`config.mk`:
```
export PLATFORM = sky130hd
export DESIGN_NAME = bts_blend
export DESIGN_NICKNAME = d
export VERILOG_FILES = /design/src/rtl/bts_pkg.sv /design/src/rtl/bts_blend.sv
export SDC_FILE = /design/constraint.sdc
export NUM_CORES = 2
export LEC_CHECK = 0
export ABC_CLOCK_PERIOD_IN_PS = 15220
export BUFFER_PORTS_ARGS = -buffer_cell sky130_fd_sc_hd__buf_2
export CELL_PAD_IN_SITES_DETAIL_PLACEMENT = 1
export CELL_PAD_IN_SITES_GLOBAL_PLACEMENT = 2
export CORE_ASPECT_RATIO = 1.4
export CORE_MARGIN = 1
export CORE_UTILIZATION = 46
export CTS_CLUSTER_SIZE = 12
export DETAILED_ROUTE_END_ITERATION = 10
export PLACE_DENSITY = 0.95
export SLEW_MARGIN = 20
export SYNTH_ARGS = -nofsm -noshare
export SYNTH_HDL_FRONTEND = slang
export SYNTH_SLANG_ARGS = --single-unit
```
`constraint.sdc`:
```
create_clock -name clk_i -period 15.22 [get_ports clk_i]
set_clock_uncertainty 0.05 [all_clocks]
set_input_delay 0.761 -clock clk_i [delete_from_list [all_inputs] [get_ports clk_i]]
set_output_delay 0.761 -clock clk_i [all_outputs]
set_load 0.03 [all_outputs]
```
`src/rtl/bts_pkg.sv`:
```
// Shared types, constants and widths of the bilinear texture sampler.
package bts_pkg;

  // Default texture store geometry
  localparam int DEF_MAX_WIDTH  = 256;
  localparam int DEF_MAX_HEIGHT = 256;

  // Field widths
  localparam int SIZE_W  = 9;               // size registers and texel coordinates
  localparam int COORD_W = 17;              // unsigned 0.16 with room for 1.0
  localparam int FRAC_W  = 16;
  localparam int ADDR_W  = 16;              // texel_addr field
  localparam int RGB_W   = 24;
  localparam int CH_W    = 8;
  localparam int POS_W   = COORD_W + SIZE_W; // scaled position, 10.16
  localparam int ROW_W   = 2 * SIZE_W;      // y times width
  localparam int SUM_W   = ROW_W + 1;       // x plus row base
  localparam int WT_W    = 2 * COORD_W - 1; // corner weight, at most 2^32
  localparam int PROD_W  = CH_W + WT_W;
  localparam int ACC_W   = 40;              // channel sum scaled by 2^32
  localparam int CFG_IDX_W = 8;
  localparam int IN_DATA_W = 80;

  // Output queue
  localparam int OUT_DEPTH = 2;
  localparam int OUT_PTR_W = $clog2(OUT_DEPTH);
  localparam int OUT_CNT_W = $clog2(OUT_DEPTH + 1);

  localparam logic [COORD_W-1:0] ONE_016    = 17'h10000;
  localparam logic [ACC_W-1:0]   ROUND_HALF = 40'h0080000000;

  // Register indexes of the configuration port
  localparam logic [CFG_IDX_W-1:0] REG_TEX_WIDTH  = 8'd0;
  localparam logic [CFG_IDX_W-1:0] REG_TEX_HEIGHT = 8'd1;

  localparam logic [SIZE_W-1:0] SIZE_RESET = 9'd256;

  typedef enum logic {
    OP_WRITE  = 1'b0,
    OP_SAMPLE = 1'b1
  } op_e;

  // One texel read issued by the sequencer, seen by the blend side
  typedef struct packed {
    logic            valid;
    logic            in_range;
    logic            first;
    logic            last;
    logic [WT_W-1:0] wt;
  } rd_info_t;

endpackage

```
`src/rtl/bts_blend.sv`:
```
// Per-channel weighting, accumulation with rounding, and the output queue.
module bts_blend (
  input  logic                        clk_i,
  input  logic                        rst_ni,
  input  bts_pkg::rd_info_t           rd_i,
  input  logic [bts_pkg::RGB_W-1:0]   ram_rdata_i,
  output logic                        out_valid_o,
  input  logic                        out_ready_i,
  output logic [bts_pkg::RGB_W-1:0]   out_data_o
);

  // ---------------- weight each channel of the fetched texel ----------------
  logic [bts_pkg::PROD_W-1:0] prod_c [3];
  logic [bts_pkg::ACC_W-1:0]  m_prod_q [3];
  logic                       m_v_q, m_first_q, m_last_q;

  for (genvar c = 0; c < 3; c++) begin : g_mul
    logic [bts_pkg::CH_W-1:0] ch_c;
    // channel 0 is red in the top byte of the stored texel
    assign ch_c = ram_rdata_i[bts_pkg::RGB_W-1-bts_pkg::CH_W*c -: bts_pkg::CH_W];
    assign prod_c[c] = rd_i.in_range
                     ? bts_pkg::PROD_W'(ch_c) * bts_pkg::PROD_W'(rd_i.wt)
                     : '0;
  end

  always_ff @(posedge clk_i or negedge rst_ni) begin
    if (!rst_ni) begin
      m_v_q     <= 1'b0;
      m_first_q <= 1'b0;
      m_last_q  <= 1'b0;
    end else begin
      m_v_q     <= rd_i.valid;
      m_first_q <= rd_i.first;
      m_last_q  <= rd_i.last;
    end
  end

  always_ff @(posedge clk_i) begin
    for (int c = 0; c < 3; c++) begin
      m_prod_q[c] <= prod_c[c][bts_pkg::ACC_W-1:0];
    end
  end

  // ---------------- accumulate, seeded with the rounding half ----------------
  logic [bts_pkg::ACC_W-1:0] acc_q [3];
  logic [bts_pkg::ACC_W-1:0] acc_d [3];
  logic [bts_pkg::RGB_W-1:0] res_c;
  logic                      push;

  always_comb begin
    for (int c = 0; c < 3; c++) begin
      acc_d[c] = (m_first_q ? bts_pkg::ROUND_HALF : acc_q[c]) + m_prod_q[c];
    end
  end

  always_ff @(posedge clk_i) begin
    if (m_v_q) begin
      for (int c = 0; c < 3; c++) begin
        acc_q[c] <= acc_d[c];
      end
    end
  end

  // Sum is below 256 * 2^32, so the top byte is the rounded channel
  assign res_c = {acc_d[2][bts_pkg::ACC_W-1 -: bts_pkg::CH_W],
                  acc_d[1][bts_pkg::ACC_W-1 -: bts_pkg::CH_W],
                  acc_d[0][bts_pkg::ACC_W-1 -: bts_pkg::CH_W]};
  assign push  = m_v_q & m_last_q;

  // ---------------- output queue, space reserved before reads start ----------------
  logic [bts_pkg::RGB_W-1:0]     q_mem_q [bts_pkg::OUT_DEPTH];
  logic [bts_pkg::OUT_PTR_W-1:0] wr_ptr_q, rd_ptr_q;
  logic [bts_pkg::OUT_CNT_W-1:0] cnt_q;
  logic                          pop;

  assign out_valid_o = cnt_q != '0;
  assign out_data_o  = q_mem_q[rd_ptr_q];
  assign pop         = out_valid_o & out_ready_i;

  always_ff @(posedge clk_i or negedge rst_ni) begin
    if (!rst_ni) begin
      wr_ptr_q <= '0;
      rd_ptr_q <= '0;
      cnt_q    <= '0;
    end else begin
      if (push) begin
        wr_ptr_q <= wr_ptr_q + bts_pkg::OUT_PTR_W'(1);
      end
      if (pop) begin
        rd_ptr_q <= rd_ptr_q + bts_pkg::OUT_PTR_W'(1);
      end
      if (push && !pop) begin
        cnt_q <= cnt_q + bts_pkg::OUT_CNT_W'(1);
      end else if (!push && pop) begin
        cnt_q <= cnt_q - bts_pkg::OUT_CNT_W'(1);
      end
    end
  end

  always_ff @(posedge clk_i) begin
    if (push) begin
      q_mem_q[wr_ptr_q] <= res_c;
    end
  end

endmodule

```
==> flow_summary.yaml <==
sta:
  period_share: 0.389
  period_minus_slack_ps: 5910
  slew_violations: 0
  worst_pin_slew_ps: 1070
  fin_tns_setup_ps: 0
  hold_viol: 0
  rsz0062_at_grt: "false"
  fmax_mhz: 169
  setup-violations-final: 0
  relSlewSlack: 0.280
worst_setup_path:
  r2r-start: "m_first_q$_DFF_PN0_"
  cpMostUsedCell: "fa_1"
  r2r_setup_slack_ps: 10120
  critical_path_arrival_ps: 6370
  r2r_end: "q_mem_q[1][13]$_DFFE_PP_"
  cp-end-kind: "register"
  critPathMaxFanout: 33
  cp-startpoint: "ram_rdata_i[18]"
  crit_required_ps: 15670
  critical_path_class: "input port to register"
  crit_end: "m_prod_q[0][37]$_SDFF_PN0_"
  path_cells: "buf_2, nand2_1, fa_1, fa_1, inv_1, fa_1, inv_1, fa_1, inv_1, ha_1, a21oi_1, nand2b_1, a31o_2, a2111oi_0, o211ai_1, a21oi_1, o22ai_1, o21ai_1, mux2i_1"
  reg2reg_depth: 14
  startpoint_type: "input port"
  critPathMaxStageDelay_ps: 720
  worst_path_max_delay_cell: "a2111oi_0"
place:
  place_area_mm2: 0.0412
  dpl.hpwl_um: 82400
  routabilityCongestion: 0.857
  port_buffers: 88
die:
  start_util: 0.466
  dieArea_mm2: 0.0882
  core_area_mm2: 0.0860
  die_h_um: 351
  pin_count: 89
  die_w_um: 251
  rows: 127
yosys:
  avgSynthCellArea_um2: 9.25
  ys_warn_count: 0
  yosys_register_bits: 295
  ys_seq_area_frac: 0.190
  syn_inst: 4325
  yosysUniqueCellTypes: 87
  synth_area_mm2: 0.0400
  async_reset_ff_frac: 0.0237
  synth-edff-count: 168
  syn_nets: 5242
  synth_ff_type: "edfxtp_1"
worst_hold_path:
  hold_class: "input port to register"
cells_and_area:
  final_common_cell: "and2_1"
  multi_input_area_mm2: 0.0296
  fill_cells: 9902
  regArea_mm2: 0.00763
  drive_above_1_share: 0.0480
  syn_to_final_growth_pct: 5.56
  mostFrequentLayoutCells: "639 x and2_1, 558 x fa_1, 536 x inv_1"
  final_nets: 5165
  fin_area_mm2: 0.0423
route:
  drc: 0
  vias: 30019
  wl_um: 105000
  wl_met2_um: 54400
  routedWlPerCell_um: 19.4
  drtIter0Drc: 1319
  topRoutingLayerUsed: "met5"
  first_pass_iters: 6
  wl_met1_um: 45000
  final_antenna_net_count: 0
  vias_per_cell: 5.52
  wl_met3_um: 3550
clock_tree:
  insertion_delay_ps: 600
  clk_pin_slew_ps: 50
  postCtsSetupBuffers: 0
  cts-root-buf: "clkbuf_16"
  tritoncts: "yes"
  cts_buffers: 34
  clock_path_buffers: 3
  cts_num_sinks: 295
  htree_levels: 2
pwr:
  power.leakage_nw: 19.7
  powerDensity_mw_per_mm2: 187
  vdd_drop_max_mv: 0.103
global_routing:
  grt_overflow: 0
  grt_pass1_vias: 33381
  antenna_found_initial: 11
  grt_pass1_wl_um: 174000
  grtUsageTotal: 0.248
  grt_max_degree: 62
job:
  cap_violations: 0
status:
  status: "complete, no violations"
worst min path at each step:
stage                    startpoint  cells after the start  slack (ps)                    to
4_1_cts                    rd_i[36]                      1         240       m_v_q$_DFF_PN0_
6_report                   rd_i[33]                      1         260    m_last_q$_DFF_PN0_
3_3_place_gp   cnt_q[1]$_DFFE_PN0P_                      1         400  cnt_q[1]$_DFFE_PN0P_
3_5_place_dp   cnt_q[1]$_DFFE_PN0P_                      1         410  cnt_q[1]$_DFFE_PN0P_
5_1_grt                    rd_i[33]                      1         250    m_last_q$_DFF_PN0_
2_1_floorplan  cnt_q[1]$_DFFE_PN0P_                      1         380  cnt_q[1]$_DFFE_PN0P_
final cells by class:
class,instances,area share
clock buffer,50,0.0225
clock inverter,12,0.00207
tap,1161,0.0344
timing repair buffer,98,0.0123
multi-input combinational,3282,0.700
inverter,537,0.0477
antenna,2,0.000118
sequential,295,0.181
critical path, delay by kind of cell:
| family | cells | cell delay (ps) |
|---|---|---|
| adders and majority gates | 5 | 2410 |
| buffers and inverters | 4 | 650 |
| and+or+nand+nor | 2 | 360 |
| AOI/OAI and AO/OA | 7 | 1930 |
| muxes | 1 | 220 |
per-layer routing:
layer	GRT usage	up-vias
li1	-	13823
met1	0.311	15540
met2	0.455	498
met3	0.0221	146
met4	0.0636	12
met5	0	-
synth_stat cells, types with 6 or more instances:
cell type | count | area [um^2]
and2_1 | 639 | 4000
fa_1 | 558 | 11200
inv_1 | 537 | 2020
nand2_1 | 309 | 1160
ha_1 | 295 | 3690
a21oi_1 | 217 | 1090
clkbuf_1 | 206 | 773
nor2_1 | 187 | 702
edfxtp_1 | 168 | 5040
nor2b_1 | 143 | 895
xnor2_1 | 126 | 1100
dfxtp_1 | 120 | 2400
a21o_1 | 108 | 811
o21ai_0 | 83 | 415
xor2_1 | 77 | 674
nand3_1 | 55 | 275
nand2b_1 | 35 | 219
nor3_1 | 33 | 165
a31oi_1 | 32 | 200
nand4_1 | 31 | 194
o21ai_1 | 31 | 155
o21bai_1 | 30 | 225
and3_1 | 28 | 175
a211oi_1 | 27 | 203
mux2_2 | 24 | 270
o21a_1 | 23 | 173
o211ai_1 | 21 | 158
o31ai_1 | 16 | 120
or2_2 | 14 | 87.6
a21boi_0 | 8 | 60.1
mux2i_1 | 8 | 80.1
o31a_1 | 8 | 70.1
and4_1 | 7 | 61.3
dfrtp_1 | 7 | 175
nor3b_1 | 7 | 52.6
o2111ai_1 | 6 | 52.6
or3_1 | 6 | 37.5
logic make-up after synthesis:
| family | share of synthesized area |
|---|---|
| multiplexers | 0.00875 |
| adder cells (fa/ha/maj) | 0.371 |
| buffers and inverters | 0.0703 |
| flip-flops | 0.190 |
| AO/OA/AOI/OAI | 0.110 |
| AND/OR/NAND/NOR | 0.205 |
| XOR/XNOR | 0.0444 |
sequential cells by signal, summed over array words and instances, names as in the netlist:
name	cells
cnt_q	2
m_v_q	1
acc_q	120
m_last_q	1
wr_ptr_q	1
q_mem_q	48
m_prod_q	120
rd_ptr_q	1
m_first_q	1
through the flow:
step	instances	setup slack [ps]	util	hold slack, ps	power [mW]
2_1_floorplan	4325	9880	-	384	5.64
3_3_place_gp	5372	8870	0.479	397	6.94
3_5_place_dp	5372	8740	0.479	414	7.11
4_1_cts	5435	9340	0.491	238	7.96
5_1_grt	5435	8940	0.491	251	8.69
6_report	5437	9310	0.492	265	7.91
report_power, final:
group | internal [mW] | switching, mW | total [mW] | leakage (nW)
Clock | 0.438 | 0.360 | 0.799 | 0.500
Sequential | 1.30 | 0.133 | 1.43 | 2.72
Combinational | 2.28 | 3.41 | 5.68 | 16.5
Total | 4.01 | 3.90 | 7.91 | 19.7
repair_timing:
action,CTS,global route
setup endpoints to repair,0,0
hold buffers,1,0
gates resized for setup,0,0
hold endpoints to repair,7,0
No activity file was read; power rests on OpenSTA's default activity.
