==> config.mk <==
export PLATFORM = sky130hd
export DESIGN_NAME = bts_front
export DESIGN_NICKNAME = d
export VERILOG_FILES = /design/src/rtl/bts_pkg.sv /design/src/rtl/bts_front.sv
export SDC_FILE = /design/constraint.sdc
export NUM_CORES = 2
export LEC_CHECK = 0
export ABC_AREA = 1
export BUFFER_PORTS_ARGS = -buffer_cell sky130_fd_sc_hd__buf_2
export CORE_MARGIN = 2
export CORE_UTILIZATION = 50
export CTS_BUF_LIST = sky130_fd_sc_hd__clkbuf_8
export DETAILED_ROUTE_END_ITERATION = 10
export PLACE_DENSITY = 0.67
export SYNTH_ARGS = -nofsm -noshare
export SYNTH_HDL_FRONTEND = slang
export SYNTH_SLANG_ARGS = --single-unit
==> constraint.sdc <==
create_clock -name clk_i -period 12.7 [get_ports clk_i]
set_input_delay 2.54 -clock clk_i [delete_from_list [all_inputs] [get_ports clk_i]]
set_output_delay 2.54 -clock clk_i [all_outputs]
set_load 0.02 [all_outputs]
==> src/rtl/bts_pkg.sv <==
// Shared types, constants and widths of the bilinear texture sampler.
package bts_pkg;

  // Default texture store geometry
  localparam int DEF_MAX_WIDTH  = 256;
  localparam int DEF_MAX_HEIGHT = 256;

  // Field widths
  localparam int SIZE_W  = 9;               // size registers and texel coordinates
  localparam int COORD_W = 17;              // unsigned 0.16 with room for 1.0
  localparam int FRAC_W  = 16;
  localparam int ADDR_W  = 16;              // texel_addr field
  localparam int RGB_W   = 24;
  localparam int CH_W    = 8;
  localparam int POS_W   = COORD_W + SIZE_W; // scaled position, 10.16
  localparam int ROW_W   = 2 * SIZE_W;      // y times width
  localparam int SUM_W   = ROW_W + 1;       // x plus row base
  localparam int WT_W    = 2 * COORD_W - 1; // corner weight, at most 2^32
  localparam int PROD_W  = CH_W + WT_W;
  localparam int ACC_W   = 40;              // channel sum scaled by 2^32
  localparam int CFG_IDX_W = 8;
  localparam int IN_DATA_W = 80;

  // Output queue
  localparam int OUT_DEPTH = 2;
  localparam int OUT_PTR_W = $clog2(OUT_DEPTH);
  localparam int OUT_CNT_W = $clog2(OUT_DEPTH + 1);

  localparam logic [COORD_W-1:0] ONE_016    = 17'h10000;
  localparam logic [ACC_W-1:0]   ROUND_HALF = 40'h0080000000;

  // Register indexes of the configuration port
  localparam logic [CFG_IDX_W-1:0] REG_TEX_WIDTH  = 8'd0;
  localparam logic [CFG_IDX_W-1:0] REG_TEX_HEIGHT = 8'd1;

  localparam logic [SIZE_W-1:0] SIZE_RESET = 9'd256;

  typedef enum logic {
    OP_WRITE  = 1'b0,
    OP_SAMPLE = 1'b1
  } op_e;

  // One texel read issued by the sequencer, seen by the blend side
  typedef struct packed {
    logic            valid;
    logic            in_range;
    logic            first;
    logic            last;
    logic [WT_W-1:0] wt;
  } rd_info_t;

endpackage

==> src/rtl/bts_front.sv <==
// Input stage, position scaling and texel read sequencer driving the store port.
module bts_front #(
  parameter int MAX_WIDTH  = bts_pkg::DEF_MAX_WIDTH,
  parameter int MAX_HEIGHT = bts_pkg::DEF_MAX_HEIGHT,
  parameter int AW         = $clog2(MAX_WIDTH * MAX_HEIGHT)
) (
  input  logic                          clk_i,
  input  logic                          rst_ni,
  // accepted item
  input  logic                          in_valid_i,
  output logic                          in_ready_o,
  input  bts_pkg::op_e                  in_op_i,
  input  logic [bts_pkg::ADDR_W-1:0]    in_addr_i,
  input  logic [bts_pkg::RGB_W-1:0]     in_rgb_i,
  input  logic [bts_pkg::COORD_W-1:0]   in_u_i,
  input  logic [bts_pkg::COORD_W-1:0]   in_v_i,
  // size registers
  input  logic [bts_pkg::SIZE_W-1:0]    tex_width_i,
  input  logic [bts_pkg::SIZE_W-1:0]    tex_height_i,
  // result taken at the output
  input  logic                          pop_i,
  // store port
  output logic                          ram_we_o,
  output logic [AW-1:0]                 ram_addr_o,
  output logic [bts_pkg::RGB_W-1:0]     ram_wdata_o,
  // read info, aligned with the store read data
  output bts_pkg::rd_info_t             rd_o
);

  localparam int DEPTH = MAX_WIDTH * MAX_HEIGHT;

  // ---------------- stage 1: clamp and scale ----------------
  logic [bts_pkg::SIZE_W-1:0]  w_c, h_c, wm1_c, hm1_c;
  logic [bts_pkg::COORD_W-1:0] u_c, vc_c, vf_c;
  logic [bts_pkg::POS_W-1:0]   px_c, py_c;

  logic                        f1_v_q;
  bts_pkg::op_e                f1_op_q;
  logic [bts_pkg::ADDR_W-1:0]  f1_addr_q;
  logic [bts_pkg::RGB_W-1:0]   f1_rgb_q;
  logic [bts_pkg::POS_W-1:0]   f1_px_q, f1_py_q;
  logic [bts_pkg::SIZE_W-1:0]  f1_w_q, f1_wm1_q, f1_hm1_q;

  logic                        f1_move;
  logic                        in_acc;

  // Clamp sizes to the store geometry, a zero size acts as one
  always_comb begin
    if (tex_width_i == '0) begin
      w_c = bts_pkg::SIZE_W'(1);
    end else if (32'(tex_width_i) > MAX_WIDTH) begin
      w_c = bts_pkg::SIZE_W'(MAX_WIDTH);
    end else begin
      w_c = tex_width_i;
    end
    if (tex_height_i == '0) begin
      h_c = bts_pkg::SIZE_W'(1);
    end else if (32'(tex_height_i) > MAX_HEIGHT) begin
      h_c = bts_pkg::SIZE_W'(MAX_HEIGHT);
    end else begin
      h_c = tex_height_i;
    end
  end

  assign wm1_c = w_c - bts_pkg::SIZE_W'(1);
  assign hm1_c = h_c - bts_pkg::SIZE_W'(1);

  // Saturate coordinates at 1.0 and flip v
  assign u_c  = (in_u_i > bts_pkg::ONE_016) ? bts_pkg::ONE_016 : in_u_i;
  assign vc_c = (in_v_i > bts_pkg::ONE_016) ? bts_pkg::ONE_016 : in_v_i;
  assign vf_c = bts_pkg::ONE_016 - vc_c;

  assign px_c = bts_pkg::POS_W'(u_c) * bts_pkg::POS_W'(wm1_c);
  assign py_c = bts_pkg::POS_W'(vf_c) * bts_pkg::POS_W'(hm1_c);

  assign in_acc     = in_valid_i & in_ready_o;
  assign in_ready_o = ~f1_v_q | f1_move;

  always_ff @(posedge clk_i or negedge rst_ni) begin
    if (!rst_ni) begin
      f1_v_q <= 1'b0;
    end else if (in_acc) begin
      f1_v_q <= 1'b1;
    end else if (f1_move) begin
      f1_v_q <= 1'b0;
    end
  end

  // Capture payload on every accepted beat
  always_ff @(posedge clk_i) begin
    if (in_acc) begin
      f1_op_q   <= in_op_i;
      f1_addr_q <= in_addr_i;
      f1_rgb_q  <= in_rgb_i;
      f1_px_q   <= px_c;
      f1_py_q   <= py_c;
      f1_w_q    <= w_c;
      f1_wm1_q  <= wm1_c;
      f1_hm1_q  <= hm1_c;
    end
  end

  // ---------------- corner split, row bases and weights ----------------
  logic [bts_pkg::SIZE_W-1:0]  x0_c, y0_c, x1_c, y1_c;
  logic [bts_pkg::SIZE_W:0]    x1w_c, y1w_c;
  logic [bts_pkg::FRAC_W-1:0]  fx_c, fy_c;
  logic [bts_pkg::ROW_W-1:0]   row0_c, row1_c;

  assign x0_c = f1_px_q[bts_pkg::FRAC_W +: bts_pkg::SIZE_W];
  assign y0_c = f1_py_q[bts_pkg::FRAC_W +: bts_pkg::SIZE_W];
  assign fx_c = f1_px_q[bts_pkg::FRAC_W-1:0];
  assign fy_c = f1_py_q[bts_pkg::FRAC_W-1:0];

  assign x1w_c = {1'b0, x0_c} + {{bts_pkg::SIZE_W{1'b0}}, (fx_c != '0)};
  assign y1w_c = {1'b0, y0_c} + {{bts_pkg::SIZE_W{1'b0}}, (fy_c != '0)};
  assign x1_c  = (x1w_c > {1'b0, f1_wm1_q}) ? f1_wm1_q : x1w_c[bts_pkg::SIZE_W-1:0];
  assign y1_c  = (y1w_c > {1'b0, f1_hm1_q}) ? f1_hm1_q : y1w_c[bts_pkg::SIZE_W-1:0];

  assign row0_c = bts_pkg::ROW_W'(y0_c) * bts_pkg::ROW_W'(f1_w_q);
  assign row1_c = bts_pkg::ROW_W'(y1_c) * bts_pkg::ROW_W'(f1_w_q);

  // ---------------- sequencer: at most one store access per cycle ----------------
  logic                          is_v_q;
  bts_pkg::op_e                  is_op_q;
  logic [1:0]                    is_cnt_q;
  logic [bts_pkg::ADDR_W-1:0]    is_addr_q;
  logic [bts_pkg::RGB_W-1:0]     is_rgb_q;
  logic [bts_pkg::SIZE_W-1:0]    is_x0_q, is_x1_q;
  logic [bts_pkg::ROW_W-1:0]     is_row0_q, is_row1_q;
  logic [bts_pkg::COORD_W-1:0]   is_wx0_q, is_wx1_q, is_wy0_q, is_wy1_q;
  logic [bts_pkg::OUT_CNT_W-1:0] outst_q, outst_d;

  logic                          is_done, is_free, credit_ok;
  logic                          smp_load;

  assign is_done   = is_v_q & ((is_op_q == bts_pkg::OP_WRITE) | (is_cnt_q == 2'd3));
  assign is_free   = ~is_v_q | is_done;
  assign credit_ok = outst_q < bts_pkg::OUT_CNT_W'(bts_pkg::OUT_DEPTH);
  assign f1_move   = f1_v_q & is_free & ((f1_op_q == bts_pkg::OP_WRITE) | credit_ok);
  assign smp_load  = f1_move & (f1_op_q == bts_pkg::OP_SAMPLE);

  // Count samples from start of reads until their result leaves
  always_comb begin
    outst_d = outst_q;
    if (smp_load && !pop_i) begin
      outst_d = outst_q + bts_pkg::OUT_CNT_W'(1);
    end else if (!smp_load && pop_i) begin
      outst_d = outst_q - bts_pkg::OUT_CNT_W'(1);
    end
  end

  always_ff @(posedge clk_i or negedge rst_ni) begin
    if (!rst_ni) begin
      is_v_q   <= 1'b0;
      is_cnt_q <= 2'd0;
      outst_q  <= '0;
    end else begin
      outst_q <= outst_d;
      if (f1_move) begin
        is_v_q   <= 1'b1;
        is_cnt_q <= 2'd0;
      end else begin
        if (is_done) begin
          is_v_q <= 1'b0;
        end
        if (is_v_q) begin
          is_cnt_q <= is_cnt_q + 2'd1;
        end
      end
    end
  end

  // Load the next item into the sequencer
  always_ff @(posedge clk_i) begin
    if (f1_move) begin
      is_op_q   <= f1_op_q;
      is_addr_q <= f1_addr_q;
      is_rgb_q  <= f1_rgb_q;
      is_x0_q   <= x0_c;
      is_x1_q   <= x1_c;
      is_row0_q <= row0_c;
      is_row1_q <= row1_c;
      is_wx0_q  <= bts_pkg::ONE_016 - {1'b0, fx_c};
      is_wx1_q  <= {1'b0, fx_c};
      is_wy0_q  <= bts_pkg::ONE_016 - {1'b0, fy_c};
      is_wy1_q  <= {1'b0, fy_c};
    end
  end

  // Corner order: (x0,y0) (x1,y0) (x0,y1) (x1,y1)
  logic [bts_pkg::SIZE_W-1:0]    xsel_c;
  logic [bts_pkg::ROW_W-1:0]     rowsel_c;
  logic [bts_pkg::SUM_W-1:0]     sum_c;
  logic [bts_pkg::COORD_W-1:0]   wxs_c, wys_c;
  logic [2*bts_pkg::COORD_W-1:0] wprod_c;
  logic                          rd_in_c, wr_in_c;
  bts_pkg::rd_info_t             rd_q;

  assign xsel_c   = is_cnt_q[0] ? is_x1_q : is_x0_q;
  assign rowsel_c = is_cnt_q[1] ? is_row1_q : is_row0_q;
  assign sum_c    = bts_pkg::SUM_W'(xsel_c) + bts_pkg::SUM_W'(rowsel_c);
  assign wxs_c    = is_cnt_q[0] ? is_wx1_q : is_wx0_q;
  assign wys_c    = is_cnt_q[1] ? is_wy1_q : is_wy0_q;
  assign wprod_c  = (2*bts_pkg::COORD_W)'(wxs_c) * (2*bts_pkg::COORD_W)'(wys_c);

  assign rd_in_c = 32'(sum_c) < DEPTH;
  assign wr_in_c = 32'(is_addr_q) < DEPTH;

  // Drive the store port: a write is a single access, a sample four reads
  assign ram_we_o    = is_v_q & (is_op_q == bts_pkg::OP_WRITE) & wr_in_c;
  assign ram_addr_o  = (is_op_q == bts_pkg::OP_WRITE) ? AW'(is_addr_q) : AW'(sum_c);
  assign ram_wdata_o = is_rgb_q;

  // Align read info with the registered store data
  always_ff @(posedge clk_i or negedge rst_ni) begin
    if (!rst_ni) begin
      rd_q <= '0;
    end else begin
      rd_q.valid    <= is_v_q & (is_op_q == bts_pkg::OP_SAMPLE);
      rd_q.in_range <= rd_in_c;
      rd_q.first    <= is_cnt_q == 2'd0;
      rd_q.last     <= is_cnt_q == 2'd3;
      rd_q.wt       <= wprod_c[bts_pkg::WT_W-1:0];
    end
  end

  assign rd_o = rd_q;

endmodule

==> results.cfg <==
[outcome]
run_status = complete, no violations

[place]
place_area_um2 = 39300
place_congestion = 0.904
io_buffers = 175
dp_hpwl_mm = 72.5

[clocking]
cts.htree.levels = 2
cts_setup_buffers = 0
path_clk_slew_ns = 0.08
cts_max_path_buffers = 3
cts_sinks = 320
clock_latency_ns = 0.66
cts_resized = 0
holdBufCountCts = 0
cts-root-buf = clkbuf_8
cts-buffers-inserted = 52
cts_tree = done

[synth]
syn-cell-area_um2 = 37300
synth_top_cell_area_share_pct = 28.6
yosysSeqAreaShare_pct = 25.2
synth_area_leader_cell = fa_1
syn_area_per_cell_um2 = 8.90
ys_types = 54
synthesis.nets = 5134
synth_seq_cells = 320
yosys-top-cells-area = fa_1, edfxtp_1, ha_1
yosys_warnings = 0
synthCells = 4196

[setup_path]
cp.arrival_ns = 8.99
path_class = reg -> reg
cpPeakStageDelay_ns = 0.58
cp-end-kind = flip-flop
critical_path.most_common_cell = inv_1
cp_max_fo = 10
cp-start-kind = flip-flop
slowest_stage = fa_1
required_ns = 13.07

[detailed_routing]
post_drt_via_cell_ratio = 5.14
final_antenna_net_count = 0
num_vias = 27600
drtIter0Drc = 1761
drcViolationCount = 0
wire_per_inst_um = 16.6
drtPass1Iterations = 6
wl_mm = 89.3

[die]
io_pins = 176
chipHeight_um = 277
rows = 100
die_area_um2 = 76900
core_area_um2 = 74200
start_util_pct = 50.3
die_w_um = 277

[cells_and_area]
fin_nets = 5306
final_cell_mix = inv_1, nand2_1, fa_1
stdcell_area_um2 = 40300
layout_commonest_cell = inv_1
drive_above_1_share_pct = 8.92
syn2layout_area_growth_pct = 7.93
fillCellCount = 6860

[sta]
fin_crit_sh_pct = 67.9
worst_pin_slew_ns = 1.15
setup_viol = 0
finClkSkew_ns = 0.0460
grt_setup_unrepaired = no
slew_headroom_pct = 22.3
fmax_mhz = 116
holdWs_ns = 0.398
report.final.slew_viol_count = 0
tns_ns = 0
hold_viol = 0
min_period_ns = 8.62

[global_routing]
antenna_found_initial = 1
grt-ovfl-total = 0
grt_pass1_vias = 28600
grt_pass1_wl_mm = 146
globalRouteTotalUtil_pct = 23.7
grt_max_degree = 86

[job]
drv.max_cap_violation_count = 0

[worst_hold_path]
hp-class = reg -> reg
flip-flops by register name, indices dropped and copies added, names as in the netlist, 2 cells and up:
name	count
rd_o	37
f1_px_q	25
f1_py_q	25
f1_rgb_q	24
ram_wdata_o	24
is_row0_q	18
is_row1_q	18
is_wx0_q	17
is_wy0_q	17
f1_addr_q	16
is_addr_q	16
is_wx1_q	15
is_wy1_q	15
f1_hm1_q	9
f1_w_q	9
f1_wm1_q	9
is_x0_q	9
is_x1_q	9
is_cnt_q	2
outst_q	2
final timing paths:
kind / from / to / slack (ns) / cells past startpoint
max in group asynchronous: rst_ni / is_cnt_q[1] / 10.02 / 1
worst min-delay path: f1_rgb_q[3] / ram_wdata_o[3] / 0.40 / 0
worst max-delay path: f1_py_q[0] / is_row1_q[14] / 4.08 / 40
worst min register to register: f1_rgb_q[3] / ram_wdata_o[3] / 0.40 / 0
min in group asynchronous: rst_ni / rd_o[32] / 2.03 / 1
worst max register to register: f1_py_q[0] / is_row1_q[14] / 4.08 / 40
Yosys cell counts (all sizes together):
library cell  number
nand3             96
o21bai             9
xnor2             53
o21a               3
dfrtp             43
nor2             436
clkinv             9
nand2            857
or2               44
o211ai             6
a21o              16
a211oi             3
ha               307
o221a              1
o21ai            124
a221oi             2
nor3              24
and3               2
xor2             106
o2111ai            6
buf               17
o31ai              4
nand4             23
inv              972
o221ai             1
edfxtp           277
a31oi             15
nor4              14
nor4b              1
a21oi            111
fa               534
nand3b             8
or3b               1
clkbuf            71
critical path, delay by kind of cell (launching register included):
family	cells	cell delay, ns
adder cells (fa/ha/maj)	9	3.36
AO/OA/AOI/OAI	5	0.86
flip-flops	1	0.44
XOR/XNOR	2	0.45
AND/OR/NAND/NOR	17	2.64
buffers and inverters	7	0.61
cell families after synthesis:
group | Yosys count | synth area share [%]
AO/OA/AOI/OAI | 301 | 4.56
XOR/XNOR | 159 | 3.82
adder cells (fa/ha/maj) | 841 | 38.9
buffers and inverters | 1069 | 10.9
flip-flops | 320 | 25.2
AND/OR/NAND/NOR | 1506 | 16.7
area by class of cell:
class                   count  area [um2]  share of cell area [%]
clock inverters            39         265                   0.658
inverters                 981        3690                    9.15
repair buffers            206        1110                    2.75
multi-input cells        2807       23900                    59.3
diodes                      1        2.50                 0.00621
clock buffers              54         743                    1.84
well taps                 969        1210                    3.01
flip-flops and latches    320        9390                    23.3
through the flow:
step	utilization, %	worst slack (ns)	cells
finish	54.3	4.08	5377
global route	54.3	3.41	5377
CTS	54.3	4.11	5376
detailed placement	53.0	3.56	5283
global placement	53.0	3.67	5283
floorplan	-	2.98	4196
per-layer routing:
layer  GRT usage, %  share of wire [%]
met1           32.0                 44
met2           40.1                 48
met3           2.87                5.6
met4           7.32                3.0
met5              0                  0
Power is left out: the tool's default activity adds up to more than one toggle a clock period on the data nets, which glitch-free logic cannot reach.
